$ cat src/hw/rtl/sha1e_pkg.sv
// ----------------------------------------------------------------------------
// sha1e_pkg
// Shared types, constants and round functions of the SHA-1 hash engine.
// ----------------------------------------------------------------------------
package sha1e_pkg;

  typedef logic [31:0] word_t;

  typedef struct packed {
    word_t a;
    word_t b;
    word_t c;
    word_t d;
    word_t e;
  } abcde_t;

  localparam int unsigned NUM_ROUNDS = 80;
  localparam int unsigned ROUND_W    = 7;
  localparam int unsigned NUM_CHAIN  = 5;
  localparam int unsigned BLK_WORDS  = 16;
  localparam int unsigned FILL_W     = 6;

  // in_tuser command codes
  localparam logic CMD_ABSORB = 1'b0;
  localparam logic CMD_FINISH = 1'b1;

  localparam logic [7:0]        PAD_MARK = 8'h80;
  localparam logic [FILL_W-1:0] LEN_POS  = 6'd56;
  localparam logic [FILL_W-1:0] FILL_END = 6'd63;
  localparam logic [2:0]        LAST_IDX = 3'd4;

  localparam word_t IV0 = 32'h6745_2301;
  localparam word_t IV1 = 32'hEFCD_AB89;
  localparam word_t IV2 = 32'h98BA_DCFE;
  localparam word_t IV3 = 32'h1032_5476;
  localparam word_t IV4 = 32'hC3D2_E1F0;

  function automatic word_t round_k(input logic [ROUND_W-1:0] t);
    word_t k;
    if (t < 7'd20) begin
      k = 32'h5A82_7999;
    end else if (t < 7'd40) begin
      k = 32'h6ED9_EBA1;
    end else if (t < 7'd60) begin
      k = 32'h8F1B_BCDC;
    end else begin
      k = 32'hCA62_C1D6;
    end
    return k;
  endfunction

  function automatic word_t round_f(input logic [ROUND_W-1:0] t,
                                    input word_t b, input word_t c, input word_t d);
    word_t f;
    if (t < 7'd20) begin
      f = d ^ (b & (c ^ d));
    end else if (t < 7'd40) begin
      f = b ^ c ^ d;
    end else if (t < 7'd60) begin
      f = (b & c) | (d & (b | c));
    end else begin
      f = b ^ c ^ d;
    end
    return f;
  endfunction

endpackage

$ cat src/hw/rtl/sha1e_round.sv
// ----------------------------------------------------------------------------
// sha1e_round
// One SHA-1 compression round and the matching message schedule word.
// ----------------------------------------------------------------------------
module sha1e_round (
  input  sha1e_pkg::abcde_t                    cur,
  input  logic [sha1e_pkg::ROUND_W-1:0]        rnd,
  input  sha1e_pkg::word_t                     w0,
  input  sha1e_pkg::word_t                     w2,
  input  sha1e_pkg::word_t                     w8,
  input  sha1e_pkg::word_t                     w13,
  output sha1e_pkg::abcde_t                    nxt,
  output sha1e_pkg::word_t                     w_new
);

  sha1e_pkg::word_t sched;
  sha1e_pkg::word_t temp;

  // schedule word for round t+16, fed into the tail of the window
  assign sched = w13 ^ w8 ^ w2 ^ w0;
  assign w_new = {sched[30:0], sched[31]};

  assign temp = {cur.a[26:0], cur.a[31:27]}
              + sha1e_pkg::round_f(rnd, cur.b, cur.c, cur.d)
              + cur.e + sha1e_pkg::round_k(rnd) + w0;

  assign nxt.a = temp;
  assign nxt.b = cur.a;
  assign nxt.c = {cur.b[1:0], cur.b[31:2]};
  assign nxt.d = cur.c;
  assign nxt.e = cur.d;

endmodule

$ cat src/hw/rtl/sha1_hash_engine.sv
// ----------------------------------------------------------------------------
// sha1_hash_engine
// SHA-1 hash engine: byte stream in, five-beat digest out.
// ----------------------------------------------------------------------------
// Message bytes enter one per beat (in_tuser = 0) and shift into a 64-byte
// block window. The byte that completes a block starts a compression: 80
// rounds through the single round unit, then a fold of the result into the
// chaining words; in_tready is low throughout. A finish beat (in_tuser = 1)
// pads the message one byte per cycle through the same window (0x80, zero
// fill, 64-bit bit length), then compresses; when 56 or more bytes are
// buffered the length needs a block of its own, padded and compressed the
// same way. The digest then leaves as five beats, word 0 first, out_tlast on
// the fifth; after it the engine is back in its initial state.
module sha1_hash_engine (
  input  logic        clk,
  input  logic        rst_n,
  input  logic        in_tvalid,
  output logic        in_tready,
  input  logic [7:0]  in_tdata,   // [7:0] data_byte
  input  logic        in_tuser,   // [0] cmd
  output logic        out_tvalid,
  input  logic        out_tready,
  output logic [39:0] out_tdata,  // [31:0] digest_word, [34:32] word_index, rest 0
  output logic        out_tlast   // last_word
);

  typedef enum logic [4:0] {
    S_IDLE = 5'b00001,
    S_PAD  = 5'b00010,
    S_COMP = 5'b00100,
    S_ADD  = 5'b01000,
    S_OUT  = 5'b10000
  } state_t;

  state_t                               state_r, state_nxt;
  logic [sha1e_pkg::FILL_W-1:0]         fill_r, fill_nxt;
  logic [63:0]                          msg_r, msg_nxt;
  logic [63:0]                          len_r, len_nxt;
  logic [sha1e_pkg::ROUND_W-1:0]        rnd_r, rnd_nxt;
  logic [2:0]                           widx_r, widx_nxt;
  logic                                 pad_r, pad_nxt;
  logic                                 mark_r, mark_nxt;
  logic                                 lenok_r, lenok_nxt;
  logic                                 final_r, final_nxt;
  sha1e_pkg::word_t                     blk_r   [sha1e_pkg::BLK_WORDS];
  sha1e_pkg::word_t                     blk_nxt [sha1e_pkg::BLK_WORDS];
  sha1e_pkg::word_t                     chain_r   [sha1e_pkg::NUM_CHAIN];
  sha1e_pkg::word_t                     chain_nxt [sha1e_pkg::NUM_CHAIN];
  sha1e_pkg::abcde_t                    work_r, work_nxt;

  sha1e_pkg::abcde_t                    rnd_out;
  sha1e_pkg::abcde_t                    chain_abcde;
  sha1e_pkg::word_t                     w_new;
  logic [7:0]                           shift_byte;
  logic                                 do_shift;
  logic                                 in_acc;
  logic                                 out_acc;

  assign in_tready  = (state_r == S_IDLE);
  assign out_tvalid = (state_r == S_OUT);
  assign out_tlast  = out_tvalid && (widx_r == sha1e_pkg::LAST_IDX);
  assign out_tdata  = {5'd0, widx_r, chain_r[widx_r]};
  assign in_acc     = in_tvalid && in_tready;
  assign out_acc    = out_tvalid && out_tready;

  assign chain_abcde = '{a: chain_r[0], b: chain_r[1], c: chain_r[2],
                         d: chain_r[3], e: chain_r[4]};

  sha1e_round u_round (
    .cur   (work_r),
    .rnd   (rnd_r),
    .w0    (blk_r[0]),
    .w2    (blk_r[2]),
    .w8    (blk_r[8]),
    .w13   (blk_r[13]),
    .nxt   (rnd_out),
    .w_new (w_new)
  );

  // byte entering the window: message byte, pad mark, zero fill or length
  always_comb begin
    shift_byte = in_tdata;
    if (state_r == S_PAD) begin
      if (!mark_r) begin
        shift_byte = sha1e_pkg::PAD_MARK;
      end else if (lenok_r && (fill_r >= sha1e_pkg::LEN_POS)) begin
        shift_byte = len_r[63:56];
      end else begin
        shift_byte = 8'd0;
      end
    end
  end

  assign do_shift = (in_acc && (in_tuser == sha1e_pkg::CMD_ABSORB)) || (state_r == S_PAD);

  always_comb begin
    state_nxt = state_r;
    fill_nxt  = fill_r;
    msg_nxt   = msg_r;
    len_nxt   = len_r;
    rnd_nxt   = rnd_r;
    widx_nxt  = widx_r;
    pad_nxt   = pad_r;
    mark_nxt  = mark_r;
    lenok_nxt = lenok_r;
    final_nxt = final_r;
    work_nxt  = work_r;
    blk_nxt   = blk_r;
    chain_nxt = chain_r;

    // block window: word 0 is the oldest, bytes shift in big-endian
    if (do_shift) begin
      for (int i = 0; i < sha1e_pkg::BLK_WORDS - 1; i++) begin
        blk_nxt[i] = {blk_r[i][23:0], blk_r[i+1][31:24]};
      end
      blk_nxt[sha1e_pkg::BLK_WORDS-1] = {blk_r[sha1e_pkg::BLK_WORDS-1][23:0], shift_byte};
    end else if (state_r == S_COMP) begin
      for (int i = 0; i < sha1e_pkg::BLK_WORDS - 1; i++) begin
        blk_nxt[i] = blk_r[i+1];
      end
      blk_nxt[sha1e_pkg::BLK_WORDS-1] = w_new;
    end

    case (state_r)
      S_IDLE: begin
        if (in_acc) begin
          if (in_tuser == sha1e_pkg::CMD_FINISH) begin
            len_nxt   = {msg_r[60:0], 3'b000};
            pad_nxt   = 1'b1;
            mark_nxt  = 1'b0;
            lenok_nxt = 1'b0;
            final_nxt = 1'b0;
            state_nxt = S_PAD;
          end else begin
            fill_nxt = fill_r + 1'b1;
            msg_nxt  = msg_r + 64'd1;
            if (fill_r == sha1e_pkg::FILL_END) begin
              work_nxt  = chain_abcde;
              rnd_nxt   = '0;
              state_nxt = S_COMP;
            end
          end
        end
      end
      S_PAD: begin
        fill_nxt = fill_r + 1'b1;
        if (!mark_r) begin
          mark_nxt  = 1'b1;
          // length fits behind the mark only if 8 bytes of room remain
          lenok_nxt = (fill_r < sha1e_pkg::LEN_POS);
        end else if (lenok_r && (fill_r >= sha1e_pkg::LEN_POS)) begin
          len_nxt = {len_r[55:0], 8'd0};
        end
        if (fill_r == sha1e_pkg::FILL_END) begin
          final_nxt = lenok_r;
          work_nxt  = chain_abcde;
          rnd_nxt   = '0;
          state_nxt = S_COMP;
        end
      end
      S_COMP: begin
        work_nxt = rnd_out;
        rnd_nxt  = rnd_r + 1'b1;
        if (rnd_r == sha1e_pkg::ROUND_W'(sha1e_pkg::NUM_ROUNDS - 1)) begin
          state_nxt = S_ADD;
        end
      end
      S_ADD: begin
        chain_nxt[0] = chain_r[0] + work_r.a;
        chain_nxt[1] = chain_r[1] + work_r.b;
        chain_nxt[2] = chain_r[2] + work_r.c;
        chain_nxt[3] = chain_r[3] + work_r.d;
        chain_nxt[4] = chain_r[4] + work_r.e;
        if (final_r) begin
          widx_nxt  = '0;
          state_nxt = S_OUT;
        end else if (pad_r) begin
          // mark landed too late: the length goes in a block of its own
          lenok_nxt = 1'b1;
          state_nxt = S_PAD;
        end else begin
          state_nxt = S_IDLE;
        end
      end
      S_OUT: begin
        if (out_acc) begin
          if (widx_r == sha1e_pkg::LAST_IDX) begin
            chain_nxt[0] = sha1e_pkg::IV0;
            chain_nxt[1] = sha1e_pkg::IV1;
            chain_nxt[2] = sha1e_pkg::IV2;
            chain_nxt[3] = sha1e_pkg::IV3;
            chain_nxt[4] = sha1e_pkg::IV4;
            fill_nxt  = '0;
            msg_nxt   = '0;
            pad_nxt   = 1'b0;
            mark_nxt  = 1'b0;
            lenok_nxt = 1'b0;
            final_nxt = 1'b0;
            state_nxt = S_IDLE;
          end else begin
            widx_nxt = widx_r + 1'b1;
          end
        end
      end
      default: begin
        state_nxt = S_IDLE;
      end
    endcase
  end

  always_ff @(posedge clk) begin
    if (!rst_n) begin
      state_r    <= S_IDLE;
      fill_r     <= '0;
      msg_r      <= '0;
      rnd_r      <= '0;
      widx_r     <= '0;
      pad_r      <= 1'b0;
      mark_r     <= 1'b0;
      lenok_r    <= 1'b0;
      final_r    <= 1'b0;
      chain_r[0] <= sha1e_pkg::IV0;
      chain_r[1] <= sha1e_pkg::IV1;
      chain_r[2] <= sha1e_pkg::IV2;
      chain_r[3] <= sha1e_pkg::IV3;
      chain_r[4] <= sha1e_pkg::IV4;
    end else begin
      state_r <= state_nxt;
      fill_r  <= fill_nxt;
      msg_r   <= msg_nxt;
      rnd_r   <= rnd_nxt;
      widx_r  <= widx_nxt;
      pad_r   <= pad_nxt;
      mark_r  <= mark_nxt;
      lenok_r <= lenok_nxt;
      final_r <= final_nxt;
      chain_r <= chain_nxt;
    end
  end

  always_ff @(posedge clk) begin
    len_r  <= len_nxt;
    work_r <= work_nxt;
    blk_r  <= blk_nxt;
  end

  a_no_overlap: assert property (@(posedge clk) disable iff (!rst_n)
    !(in_tready && out_tvalid))
    else $error("input and output sides open at once");

  a_round_range: assert property (@(posedge clk) disable iff (!rst_n)
    (state_r == S_COMP) |-> (rnd_r < sha1e_pkg::ROUND_W'(sha1e_pkg::NUM_ROUNDS)))
    else $error("round counter out of range");

  a_final_aligned: assert property (@(posedge clk) disable iff (!rst_n)
    (state_r == S_ADD && final_r) |-> (fill_r == '0 && mark_r && lenok_r))
    else $error("final block closed without full padding");

  a_digest_reinit: assert property (@(posedge clk) disable iff (!rst_n)
    (out_tvalid && out_tready && out_tlast) |=>
      (in_tready && fill_r == '0 && msg_r == '0 && chain_r[0] == sha1e_pkg::IV0))
    else $error("engine not reinitialized after digest");

endmodule

$ cat config.mk
export PLATFORM = sky130hd
export DESIGN_NAME = sha1_hash_engine
export DESIGN_NICKNAME = d
export VERILOG_FILES = /design/src/hw/rtl/sha1e_pkg.sv /design/src/hw/rtl/sha1e_round.sv /design/src/hw/rtl/sha1_hash_engine.sv
export SDC_FILE = /design/constraint.sdc
export NUM_CORES = 2
export LEC_CHECK = 0
export BUFFER_PORTS_ARGS = -buffer_cell sky130_fd_sc_hd__buf_2
export CORE_MARGIN = 2
export CORE_UTILIZATION = 60
export CTS_BUF_LIST = sky130_fd_sc_hd__clkbuf_8
export CTS_CLUSTER_DIAMETER = 40
export DETAILED_ROUTE_END_ITERATION = 16
export GPL_TIMING_DRIVEN = 1
export MAX_ROUTING_LAYER = met4
export PLACE_DENSITY = 0.74
export SETUP_SLACK_MARGIN = 0.15
export SYNTH_ARGS = -nofsm -noshare
export SYNTH_HDL_FRONTEND = slang
export SYNTH_SLANG_ARGS = --single-unit
export TNS_END_PERCENT = 5
$ cat constraint.sdc
create_clock -name clk -period 22.1 [get_ports clk]
set_input_delay 2.21 -clock clk [delete_from_list [all_inputs] [get_ports clk]]
set_output_delay 2.21 -clock clk [all_outputs]
set_load 0.005 [all_outputs]
==> out/results.env <==
PATH_MAX_FANOUT=21
SYNTH.FF_LATCH_COUNT=979
POWER_LEAKAGE_uW=0.0235
CLKSLEWWORSTSETUPHOLDPATHS_PS=60
SYNTH_WARNINGS=0
CRIT_PATH_LEADING_DELAY_FAMILY='compound AO/OA/AOI/OAI gates'
POWER.DENSITY_mW_PER_MM2=97.9
SYNTH_AREA_PER_CELL_UM2=11.1
STD_CELL_ROWS=110
IR_WORST_VDD_uV=68.3
FINAL.SETUP.TNS_PS=0
FF2FF_SETUP_SLACK_PS=15040
FIRST_GLOBAL_VIAS=37000
GRT_ANTENNA_BEFORE_REPAIR=3
DRV.MAX_CAP_VIOLATION_COUNT=0
USE_MET3_PCT=5.54
GR-MAX-USAGE-LAYER='met2'
POST_SYNTH_INST_COUNT=4903
NETLIST.TOP_CELL.BY_AREA='edfxtp_1'
FINALNETCOUNT=5288
CTSRESIZECOUNT=0
SYNTH_SEQUENTIAL_AREA_RATIO_PCT=49.5
MAX_STAGE_DELAY_PS=740
MIN_DELAY_PATH_DEPTH=2
SYNTHESIS.AREA_MM2=0.0544
CRITICAL_PATH_DEPTH=23
HOLD_BUFFERS=0
CLKSINKCOUNT=979
ROUTEDWLPERCELL_UM=21.9
SYNTH_COMPOUND_GATE_AREA_SHARE_PCT=10.2
TOP_LEVEL_I_O_COUNT=56
CRITICAL_PATH.N_BUFFERS_INVERTERS=4
WHS_ENDPOINT='msg_r[15]'
SYNTH_AREA_LEADERS='edfxtp_1, mux2_2, dfxtp_1, nand2_1, ha_1'
AREA.GROWTH.SYNTH_TO_FINAL_PCT=8.90
DRIVE_GT1_SHARE_PCT=17.0
DESIGN_AREA_MM2=0.0592
SYNTHARSTFLOPSHARE_PCT=0
HOLD_CLASS='register to register'
CHIPHEIGHT_UM=305
CP_COMMON_CELL='o21ai_1'
PORT_BUFFERS=50
TRACK_USAGE_PCT=30.3
LAYOUT.CELLS.MOST_COMMON_LIST='nand2_1, edfxtp_1, mux2_2'
CTS-ROOT-BUF='clkbuf_8'
ROUTED_VIA_DENSITY=6.01
START_KIND='register'
NUMCTSBUFFERS=172
FLOORPLAN.DIE_AREA_MM2=0.0931
SYNTH_TOP_CELL_AREA_SHARE_PCT=40.5
WORSTMARGINPINSLEW_PS=1530
RSZ0062_AT_GRT='no'
VIOLATIONS='max-slew violations'
CRIT_REQUIRED_PS=22650
DRT_PRE_ANTENNA_ITERS=5
GRT_USE_MET1_PCT=40.3
ROUTE.FINAL.WIRE_LENGTH_UM=137000
INITIAL_UTILIZATION_PCT=60.5
WORST_R2R_ENDPOINT='work_r[159]'
SYNTH.LIB_CELLS_USED.DISTINCT=95
DRTANTENNAVIOLNETS=0
COREAREA_MM2=0.0899
ACHIEVABLE-FREQUENCY_MHz=142
CTS_POST_SETUP_BUFFERS_INSERTED=0
CRITICAL_PATH.CELL_CHAIN='a41oi_2, nand2_1, buf_4, nand2_1, inv_1, a221oi_1, fa_1, inv_1, ha_1, inv_1, fa_1, nor2b_1, o31a_1, o21ai_1, a31oi_1, a31oi_1, o21ai_1, a21oi_1, o311ai_1, o311ai_0, o21ai_1, xnor2_1, o21ai_1'
HOLD_PATH_STARTPOINT='msg_r[15]'
DOMINANT_COMBINATIONAL_CELL_FAMILY_BY_AREA_AFTER_SYNTHESIS='multiplexers'
HOLD_VIOLATIONS=0
CTS.HTREE.LEVELS=4
WORST_R2R_PATH_DEPTH=23
CRIT_PATH_END_KIND='register'
PERIOD_NEEDED_PS=7060
FINAL_MAX_SLEW_VIOL_COUNT=36
POST_SYNTH_FA_HA_MAJ_AREA_FRACTION_PCT=9.02
GLOBALROUTEMET2UTIL_PCT=46.3
STATUS='complete, but fails checks'
WIRE_LENGTH_OF_THE_FIRST_GLOBAL_ROUTING_PASS_UM=212000
GP_CONGESTION=0.952
FINAL_COMMON_CELL='nand2_1'
CLK-INSERTION-DELAY-LATE_PS=870
MULTI_INPUT_AREA_MM2=0.0255
TIMING.CRITICAL_PATH.SLOWEST_STAGE_CELL='inv_1'
RELSLEWSLACK_PCT=-1.68
FINAL_NUMBER_OF_SETUP_VIOLATING_ENDPOINTS=0
SYNTH_TOP_FLOP_CELL='edfxtp_1'
TRITONCTS='done'
GRT_MAX_DEGREE=226
PERIOD_UTILIZATION_PCT=31.9
SEQCELLAREA_MM2=0.0269
TIMING.CRITICAL_PATH.ARRIVAL_PS=7600
DR_TOTAL_VIAS=37800
POST_SYNTH_AND_OR_NAND_NOR_AREA_FRACTION_PCT=10.7
SYNTH_ENABLE_FLOP_CELLS=733
FILL_CELLS=6862
INITIAL_DRC_COUNT=3683
SYNTH.MUX.AREA_FRACTION_PCT=11.5
TIMING.SETUP.CRITICAL_PATH_CLASS='register to register'
SKEW_PS=36.2
CRIT-REG2REG-LAUNCH='rnd_r[5]'
SYNTH_XOR_XNOR_AREA_SHARE_PCT=5.27
PLACE_HPWL_UM=93300
PLACEDINSTANCEAREA_MM2=0.0557
DRC=0
MAX-CLOCK-PATH-BUFFERS=3
GRT_REMAINING_OVERFLOW=0
FP.DIEW_UM=305
-- state kept, by name (all words and copies together) (netlist names) --
| register | flops |
|---|---|
| blk_r | 512 |
| chain_abcde | 160 |
| fill_r | 6 |
| final_r | 1 |
| len_r | 61 |
| lenok_r | 1 |
| mark_r | 1 |
| msg_r | 61 |
| pad_r | 1 |
| rnd_r | 7 |
| state_r | 5 |
| widx_r | 3 |
| work_r | 160 |
-- worst max-delay path by stage --
stage          startpoint     endpoint  slack (ps)
2_1_floorplan   in_tvalid     blk_r[0]        6620
3_3_place_gp   out_tready   blk_r[204]       15440
3_5_place_dp     rnd_r[5]  work_r[159]       15230
4_1_cts          rnd_r[5]  work_r[159]       15210
5_1_grt          rnd_r[5]  work_r[159]       14720
6_report         rnd_r[5]  work_r[159]       15040
-- final cells by class --
class	instances	share of cell area, %
sequential	979	45.5
clock inverter	126	1.45
clock buffer	195	4.53
tap	1176	2.48
antenna	1	0.00423
inverter	320	2.04
timing repair buffer	81	0.925
multi-input combinational	3399	43.1
-- metal layers --
layer / share of wire [%] / vias to the layer above
li1: - / 17600
met1: 43 / 18400
met2: 46 / 1459
met3: 7.4 / 317
met4: 3.9 / 0
met5: 0 / -
-- Yosys cell counts, types with 117 or more instances --
| cell type | n |
|---|---|
| nor2_1 | 269 |
| edfxtp_1 | 733 |
| fa_1 | 117 |
| xnor2_1 | 219 |
| o21ai_0 | 241 |
| clkbuf_1 | 145 |
| a21oi_1 | 225 |
| inv_1 | 316 |
| ha_1 | 205 |
| mux2_2 | 460 |
| dfxtp_1 | 246 |
| nand2_1 | 746 |
-- cells by family after synthesis --
logic type,Yosys count
buf+inv,529
fa+ha+maj,322
simple gates,1332
compound gates,887
flops,979
xor+xnor,327
mux,526
other cells,1
-- stage by stage --
step                      hold slack [ps]  std cells  power, uW  utilization (%)  setup slack [ps]
after floorplan                       455       4907       3860                -              6620
after global placement                467       5955       4060             62.0             15440
after detailed placement              477       5955       4100             62.0             15230
after CTS                             486       6276       5830             65.9             15210
after global routing                  501       6277       6070             65.9             14720
final                                 481       6277       5800             65.9             15040
-- tightest hold or removal path, cell delays in order, from the launching register on --
cell and delay [ps]:
dfxtp_1 310, o21ai_0 70, a21oi_1 60
-- power breakdown --
part           internal, uW  switching (uW)
clock                   924             794
combinational           666             726
sequential             2480             204
Note: power is estimated with default switching activity, not from simulation.
